--- src/design/vrsu_pkg.sv ---
// vrsu_pkg: shared types, constants and ROM functions for vertex_rotate_scale_unit.
// No dependencies.
`timescale 1ns / 1ps
`default_nettype none
package vrsu_pkg;

    typedef enum logic [2:0] {
        ACT_ROT_X   = 3'd0,
        ACT_ROT_Y   = 3'd1,
        ACT_ROT_Z   = 3'd2,
        ACT_ROT_YX  = 3'd3,
        ACT_ROT_YXZ = 3'd4,
        ACT_SCALE   = 3'd5,
        ACT_PASS6   = 3'd6,
        ACT_PASS7   = 3'd7
    } action_t;

    // one rotation step for a coordinate pair, passed between stages
    typedef struct packed {
        logic       en;
        logic [7:0] ang;
    } rot_ctl_t;

    // first half of the sine ROM, amplitude 63
    function automatic logic [7:0] sine_half(input logic [6:0] a);
        logic [7:0] v;
        case (a)
            7'd0: v = 8'd0;    7'd1: v = 8'd2;    7'd2: v = 8'd3;    7'd3: v = 8'd5;
            7'd4: v = 8'd6;    7'd5: v = 8'd8;    7'd6: v = 8'd9;    7'd7: v = 8'd11;
            7'd8: v = 8'd12;   7'd9: v = 8'd14;   7'd10: v = 8'd15;  7'd11: v = 8'd17;
            7'd12: v = 8'd18;  7'd13: v = 8'd20;  7'd14: v = 8'd21;  7'd15: v = 8'd23;
            7'd16: v = 8'd24;  7'd17: v = 8'd26;  7'd18: v = 8'd27;  7'd19: v = 8'd28;
            7'd20: v = 8'd30;  7'd21: v = 8'd31;  7'd22: v = 8'd32;  7'd23: v = 8'd34;
            7'd24: v = 8'd35;  7'd25: v = 8'd36;  7'd26: v = 8'd38;  7'd27: v = 8'd39;
            7'd28: v = 8'd40;  7'd29: v = 8'd41;  7'd30: v = 8'd42;  7'd31: v = 8'd43;
            7'd32: v = 8'd45;  7'd33: v = 8'd46;  7'd34: v = 8'd47;  7'd35: v = 8'd48;
            7'd36: v = 8'd49;  7'd37: v = 8'd50;  7'd38: v = 8'd51;  7'd39: v = 8'd52;
            7'd40: v = 8'd52;  7'd41: v = 8'd53;  7'd42: v = 8'd54;  7'd43: v = 8'd55;
            7'd44: v = 8'd56;  7'd45: v = 8'd56;  7'd46: v = 8'd57;  7'd47: v = 8'd58;
            7'd48: v = 8'd58;  7'd49: v = 8'd59;  7'd50: v = 8'd59;  7'd51: v = 8'd60;
            7'd52: v = 8'd60;  7'd53: v = 8'd61;  7'd54: v = 8'd61;  7'd55: v = 8'd61;
            7'd56: v = 8'd62;  7'd57: v = 8'd62;  7'd58: v = 8'd62;  7'd59: v = 8'd63;
            7'd60: v = 8'd63;  7'd61: v = 8'd63;  7'd62: v = 8'd63;  7'd63: v = 8'd63;
            7'd64: v = 8'd63;  7'd65: v = 8'd63;  7'd66: v = 8'd63;  7'd67: v = 8'd63;
            7'd68: v = 8'd63;  7'd69: v = 8'd63;  7'd70: v = 8'd62;  7'd71: v = 8'd62;
            7'd72: v = 8'd62;  7'd73: v = 8'd61;  7'd74: v = 8'd61;  7'd75: v = 8'd61;
            7'd76: v = 8'd60;  7'd77: v = 8'd60;  7'd78: v = 8'd59;  7'd79: v = 8'd59;
            7'd80: v = 8'd58;  7'd81: v = 8'd58;  7'd82: v = 8'd57;  7'd83: v = 8'd56;
            7'd84: v = 8'd56;  7'd85: v = 8'd55;  7'd86: v = 8'd54;  7'd87: v = 8'd53;
            7'd88: v = 8'd52;  7'd89: v = 8'd52;  7'd90: v = 8'd51;  7'd91: v = 8'd50;
            7'd92: v = 8'd49;  7'd93: v = 8'd48;  7'd94: v = 8'd47;  7'd95: v = 8'd46;
            7'd96: v = 8'd45;  7'd97: v = 8'd43;  7'd98: v = 8'd42;  7'd99: v = 8'd41;
            7'd100: v = 8'd40; 7'd101: v = 8'd39; 7'd102: v = 8'd38; 7'd103: v = 8'd36;
            7'd104: v = 8'd35; 7'd105: v = 8'd34; 7'd106: v = 8'd32; 7'd107: v = 8'd31;
            7'd108: v = 8'd30; 7'd109: v = 8'd28; 7'd110: v = 8'd27; 7'd111: v = 8'd26;
            7'd112: v = 8'd24; 7'd113: v = 8'd23; 7'd114: v = 8'd21; 7'd115: v = 8'd20;
            7'd116: v = 8'd18; 7'd117: v = 8'd17; 7'd118: v = 8'd15; 7'd119: v = 8'd14;
            7'd120: v = 8'd12; 7'd121: v = 8'd11; 7'd122: v = 8'd9;  7'd123: v = 8'd8;
            7'd124: v = 8'd6;  7'd125: v = 8'd5;  7'd126: v = 8'd3;  default: v = 8'd2;
        endcase
        return v;
    endfunction

    // square ROM, roughly n*n/256
    function automatic logic [7:0] square_rom(input logic [6:0] a);
        logic [7:0] v;
        case (a)
            7'd0, 7'd1, 7'd2, 7'd3, 7'd4, 7'd5, 7'd6, 7'd7,
            7'd8, 7'd9, 7'd10, 7'd11, 7'd12, 7'd13, 7'd14: v = 8'd0;
            7'd15, 7'd16, 7'd17, 7'd18, 7'd19, 7'd20, 7'd21: v = 8'd1;
            7'd22, 7'd23, 7'd24, 7'd25, 7'd26: v = 8'd2;
            7'd27, 7'd28, 7'd29, 7'd30: v = 8'd3;
            7'd31, 7'd32, 7'd33, 7'd34: v = 8'd4;
            7'd35, 7'd36, 7'd37, 7'd38: v = 8'd5;
            7'd39, 7'd40, 7'd41: v = 8'd6;
            7'd42, 7'd43, 7'd44: v = 8'd7;
            7'd45, 7'd46: v = 8'd8;
            7'd47, 7'd48, 7'd49: v = 8'd9;
            7'd50, 7'd51, 7'd52: v = 8'd10;
            7'd53, 7'd54: v = 8'd11;
            7'd55, 7'd56: v = 8'd12;
            7'd57, 7'd58: v = 8'd13;
            7'd59, 7'd60: v = 8'd14;
            7'd61, 7'd62: v = 8'd15;
            7'd63, 7'd64: v = 8'd16;
            7'd65, 7'd66: v = 8'd17;
            7'd67, 7'd68: v = 8'd18;
            7'd69, 7'd70: v = 8'd19;
            7'd71, 7'd72: v = 8'd20;
            7'd73, 7'd74: v = 8'd21;
            7'd75: v = 8'd22;
            7'd76, 7'd77: v = 8'd23;
            7'd78: v = 8'd24;
            7'd79, 7'd80: v = 8'd25;
            7'd81, 7'd82: v = 8'd26;
            7'd83: v = 8'd27;
            7'd84, 7'd85: v = 8'd28;
            7'd86: v = 8'd29;
            7'd87, 7'd88: v = 8'd30;
            7'd89: v = 8'd31;
            7'd90: v = 8'd32;
            7'd91, 7'd92: v = 8'd33;
            7'd93: v = 8'd34;
            7'd94: v = 8'd35;
            7'd95, 7'd96: v = 8'd36;
            7'd97: v = 8'd37;
            7'd98: v = 8'd38;
            7'd99, 7'd100: v = 8'd39;
            7'd101: v = 8'd40;
            7'd102: v = 8'd41;
            7'd103: v = 8'd42;
            7'd104, 7'd105: v = 8'd43;
            7'd106: v = 8'd44;
            7'd107: v = 8'd45;
            7'd108: v = 8'd46;
            7'd109: v = 8'd47;
            7'd110: v = 8'd48;
            7'd111, 7'd112: v = 8'd49;
            7'd113: v = 8'd50;
            7'd114: v = 8'd51;
            7'd115: v = 8'd52;
            7'd116: v = 8'd53;
            7'd117: v = 8'd54;
            7'd118: v = 8'd55;
            7'd119: v = 8'd56;
            7'd120: v = 8'd57;
            7'd121: v = 8'd58;
            7'd122: v = 8'd59;
            7'd123: v = 8'd60;
            7'd124: v = 8'd61;
            7'd125: v = 8'd62;
            7'd126: v = 8'd63;
            default: v = 8'd64;
        endcase
        return v;
    endfunction

    function automatic logic [7:0] sin_byte(input logic [7:0] a);
        logic [7:0] h;
        h = sine_half(a[6:0]);
        return a[7] ? 8'(8'd0 - h) : h;
    endfunction

    function automatic logic [7:0] cos_byte(input logic [7:0] a);
        return sin_byte(8'(a + 8'd64));
    endfunction

    // byte absolute, 0x80 maps to 127
    function automatic logic [6:0] abs_byte(input logic [7:0] v);
        logic [7:0] n;
        n = 8'(8'd0 - v);
        if (!v[7]) return v[6:0];
        if (v == 8'h80) return 7'd127;
        return n[6:0];
    endfunction

endpackage
`default_nettype wire

--- src/design/vrsu_lane.sv ---
// vrsu_lane: one quarter-square product lane, combinational table lookups, registered product.
// Depends on vrsu_pkg.
`timescale 1ns / 1ps
`default_nettype none
module vrsu_lane (
    input  wire logic       aclk,
    input  wire logic       en,
    input  wire logic [7:0] a,
    input  wire logic [7:0] b,
    output logic [7:0]      prod
);
    logic [7:0] sq_p, sq_m;
    always_comb begin
        sq_p = vrsu_pkg::square_rom(vrsu_pkg::abs_byte(8'(a + b)));
        sq_m = vrsu_pkg::square_rom(vrsu_pkg::abs_byte(8'(a - b)));
    end

    // product registered once per stage advance
    always_ff @(posedge aclk) begin
        if (en) begin
            prod <= 8'(sq_p - sq_m);
        end
    end
endmodule
`default_nettype wire

--- config.mk ---
export PLATFORM = sky130hd
export DESIGN_NAME = vrsu_lane
export DESIGN_NICKNAME = d
export VERILOG_FILES = /design/src/design/vrsu_pkg.sv /design/src/design/vrsu_lane.sv
export SDC_FILE = /design/constraint.sdc
export NUM_CORES = 1
export LEC_CHECK = 0
export BUFFER_PORTS_ARGS = -buffer_cell sky130_fd_sc_hd__clkbuf_2
export CELL_PAD_IN_SITES_DETAIL_PLACEMENT = 1
export CELL_PAD_IN_SITES_GLOBAL_PLACEMENT = 2
export CORE_MARGIN = 3
export CORE_UTILIZATION = 36
export CTS_CLUSTER_DIAMETER = 150
export DETAILED_ROUTE_END_ITERATION = 7
export PLACE_DENSITY = 0.83
export SYNTH_ARGS = -nofsm -noshare
export SYNTH_HDL_FRONTEND = slang
export SYNTH_SLANG_ARGS = --single-unit
--- constraint.sdc ---
create_clock -name aclk -period 7.1 [get_ports aclk]
set_input_delay 0.71 -clock aclk [delete_from_list [all_inputs] [get_ports aclk]]
set_output_delay 0.71 -clock aclk [all_outputs]
set_load 0.03 [all_outputs]
==> results.md <==
Synth:
- In this run, synthesis inferred 8 flip-flops with an integrated enable.
- The number of nets handed over by synthesis was around 520.
- The share of synthesized registers carrying an async set or reset is 0%.
- The cell count after synthesis came out at about 460.
- Each instance of the synthesized netlist takes up on average 7.26 µm².
- Counting distinct cell types in the post-synthesis netlist gives 72.
- In this run, synthesis produced a sequential element count of 8.
- Sequential elements use approximately 7% of the synthesized area.
- In the synthesized netlist the dominant register cell turns out to be sky130_fd_sc_hd__edfxtp_1.
- The synthesized netlist occupies a cell area of around 3400 µm².
- During synthesis, Yosys emitted a total of 0 warnings.

STA:
- Setup repair after global routing left no endpoint under its margin.
- The summed negative setup slack over all endpoints is 0 ns.
- The peak clock frequency supported by timing is roughly 0.15 GHz.
- Final hold analysis gives a worst-case slack of about 0.83 ns.
- Of the available clock period, the critical path in the final layout requires between 90% and 100%.
- The total setup violations reported at the end of the flow is 0.
- The max-slew violation count was 0.
- In this run the tightest slew margin relative to its limit is 41.8%.
- The total count of hold-check failures in the final report was 0.
- For the pin with the worst max-slew slack, the measured transition is 0.864 ns.
- The smallest clock period supported by the final layout is computed as around 6.5 ns.

Clock network:
- The CTS sink count is 8.
- Once the clock tree was built, the setup fixing pass inserted 0 buffers.
- The library cell used as clock root buffer is sky130_fd_sc_hd__clkbuf_8.
- Clock-pin slew was measured on the worst setup and hold paths at about 0.040 ns.
- The clock tree from TritonCTS is done.
- Post-CTS repair changed the size of 0 cells.
- The number of buffers on the longest clock path is 2.
- Counting the buffers created by CTS gives 3.
- The number of hold buffers added after CTS was 0.
- The CTS H-tree depth is 1.

Global routing:
- The via count of the first global-routing pass is about 3500.
- The total congestion overflow after global routing is 0.
- The number of antenna violations at the first check in global routing was 0.
- Global routing consumed, over all layers together, between 10% and 20% of the routing resources.
- The largest net degree at the start of global routing is 20.
- The first global-routing pass estimated ~17000 µm of wire.

Power and ir drop:
- VDD sags by at most ~0.14 mV.
- Summing internal, switching and leakage power gives about 1.2 mW.
- In this run the static leakage power is around 1.6 nW.
- The power per cell area is approximately 330 nW/µm².

Route:
- Dividing the detail-routed wire length by the instance count gives 17.4 µm.
- The vias after detailed routing is about 3600.
- Using the TritonRoute via totals, the vias-per-cell ratio works out to around 6.1.
- The total wirelength of the detailed-routed design is slightly above 10000 µm.
- The final antenna-violating net count is 0.
- For this block, the initial DRC count from the detailed router was 159.
- The number of DRC violations after detailed routing is 0.
- The first-pass iteration count of the detailed router is 4.

Layout:
- In the final layout, the registers with the most flip-flops are prod: 8 flops.
- For this run, the post-layout net count is between 500 and 600.
- The synthesis-to-layout area growth is 8.06%.
- In the layout the commonest cells are sky130_fd_sc_hd__nor2_1, sky130_fd_sc_hd__ha_1, sky130_fd_sc_hd__nand2_1, sky130_fd_sc_hd__a21oi_1, sky130_fd_sc_hd__o21ai_0.
- The diode insertion count for antenna repair is 0.
- The register with the most flip-flops in the final layout is prod.
- Of the cells placed in the final design, the portion with a size suffix greater than 1 is a little under an eighth.
- The filler cells instantiated in the layout total ~1100.
- The register with the most flip-flops in the layout has 8 of them.
- For this run, the share of the core covered by cells in the final layout is slightly above 40%.
- The most frequent standard cell in the layout excluding fill and tap cells is sky130_fd_sc_hd__nor2_1.
- The final non-filler cell total is between 500 and 600.

Floorplan:
- The die boundary height is around 100 µm.
- The full die area is ~11000 µm².
- The total area inside the core boundary comes to a little under 9000 µm².
- Once the floorplan was initialized, standard cells occupied a little under two fifths of the core.
- The die is 103 µm wide.
- Row generation in the floorplan step produced 34 rows.
- During I/O placement, the number of pins put on the boundary was 26.

Setup path:
- Along the worst path, the maximum fanout reaches 13.
- STA classifies the critical path endpoint as a flop.
- The type of origin of the critical path is a primary input.
- The worst path arrival time is 6.51 ns.
- The critical path class is primary input to flop.
- The capturing element of the worst setup path is prod[6].
- The critical path starts at b[3].
- STA puts the critical path data required time at between 7 and 8 ns.

Outcome:
- The flow ran to the end, and the final reports show no timing, DRC or antenna violations.

Placement:
- The count of buffers added on input and output ports is 25.
- Detailed placement finished with a half-perimeter wire length of between 8000 and 9000 µm.
- At the end of routability-driven placement, the weighted congestion stood at approximately 0.87.
- The number of placed instances, taps included, is approximately 590.

Job:
- Max-cap violations in this run came to 0.

Worst hold path:
- The worst hold path class is primary input to flop.
worst min path at each step:
| stage | from | cells after the start | slack [ns] | endpoint |
|---|---|---|---|---|
| after floorplan | en | 0 | 0.82 | prod[0] |
| after global placement | en | 1 | 1.06 | prod[2] |
| after detailed placement | en | 1 | 1.07 | prod[3] |
| after CTS | en | 1 | 0.83 | prod[4] |
| after global routing | en | 1 | 0.86 | prod[2] |
| final | en | 1 | 0.83 | prod[3] |
power by group:
part,internal [mW],switching [mW],total [mW]
logic,0.404,0.643,1.05
clock network,0.0366,0.0162,0.0527
registers,0.106,0.00564,0.112
layout make-up:
cell class              count  area, µm²  area share, %
multi-input cells         406       2910           80.0
flip-flops and latches      8        240           6.60
repair buffers             37        215           5.91
well taps                 108        135           3.71
inverters                  26       97.6           2.68
clock buffers               3       41.3           1.13
per-layer routing:
| metal | share of wire (%) | global-route usage, % | vias up |
|---|---|---|---|
| li1 | - | - | 1772 |
| met1 | 49 | 26.5 | 1739 |
| met2 | 48 | 35.6 | 55 |
| met3 | 2.1 | 0.609 | 8 |
| met4 | 0.83 | 2.32 | 0 |
| met5 | 0 | 0 | - |
stage by stage:
stage	setup WS [ns]	instance area [µm²]
after floorplan	1.29	3370
after global placement	0.583	3600
after detailed placement	0.481	3600
after CTS	0.711	3640
after global routing	0.0649	3640
final	0.566	3640
worst max-delay path, stage by stage:
cell and delay, ns:
sky130_fd_sc_hd__clkbuf_2 0.09, sky130_fd_sc_hd__inv_1 0.04, sky130_fd_sc_hd__ha_1 0.58, sky130_fd_sc_hd__o2111ai_1 0.27, sky130_fd_sc_hd__and3_1 0.26, sky130_fd_sc_hd__nor3_1 0.69, sky130_fd_sc_hd__nor2_1 0.33, sky130_fd_sc_hd__a21oi_1 0.44
sky130_fd_sc_hd__inv_1 0.12, sky130_fd_sc_hd__ha_1 0.35, sky130_fd_sc_hd__nor2_1 0.15, sky130_fd_sc_hd__a21oi_1 0.05, sky130_fd_sc_hd__and3_1 0.21, sky130_fd_sc_hd__a211oi_1 0.25, sky130_fd_sc_hd__and2_1 0.23, sky130_fd_sc_hd__a211oi_1 0.06
sky130_fd_sc_hd__o21ai_0 0.26, sky130_fd_sc_hd__o32ai_1 0.13, sky130_fd_sc_hd__ha_1 0.24, sky130_fd_sc_hd__fa_1 0.41, sky130_fd_sc_hd__nor2b_1 0.12, sky130_fd_sc_hd__o21ai_0 0.08, sky130_fd_sc_hd__nand2b_1 0.11, sky130_fd_sc_hd__a21o_1 0.12
sky130_fd_sc_hd__a21oi_1 0.07, sky130_fd_sc_hd__xnor2_1 0.13
cell families (layout without fill, tap and decap cells):
| kind of cell | Yosys count | count (layout) | synth area share [%] |
|---|---|---|---|
| DFF | 8 | 8 | 7.13 |
| adders and majority gates | 42 | 42 | 16.3 |
| buffers and inverters | 50 | 66 | 6.47 |
| muxes | 14 | 14 | 4.87 |
| xor gates and xnor gates | 24 | 24 | 6.80 |
| and+or+nand+nor | 156 | 156 | 22.7 |
| AOI/OAI and AO/OA | 170 | 170 | 35.7 |
cells in the mapped netlist (10+ instances only):
master,count,share of area (%)
sky130_fd_sc_hd__xor2_1,10,2.6
sky130_fd_sc_hd__o21ai_0,30,4.5
sky130_fd_sc_hd__a21o_1,10,2.2
sky130_fd_sc_hd__ha_1,39,14
sky130_fd_sc_hd__nand2b_1,11,2.0
sky130_fd_sc_hd__inv_1,25,2.8
sky130_fd_sc_hd__a21oi_1,35,5.2
sky130_fd_sc_hd__clkbuf_1,11,1.2
sky130_fd_sc_hd__xnor2_1,13,3.4
sky130_fd_sc_hd__a211oi_1,12,2.7
sky130_fd_sc_hd__nor3_1,11,1.6
sky130_fd_sc_hd__nand2_1,36,4.0
sky130_fd_sc_hd__nor2_1,46,5.1
(Power assumes the default switching activity.)
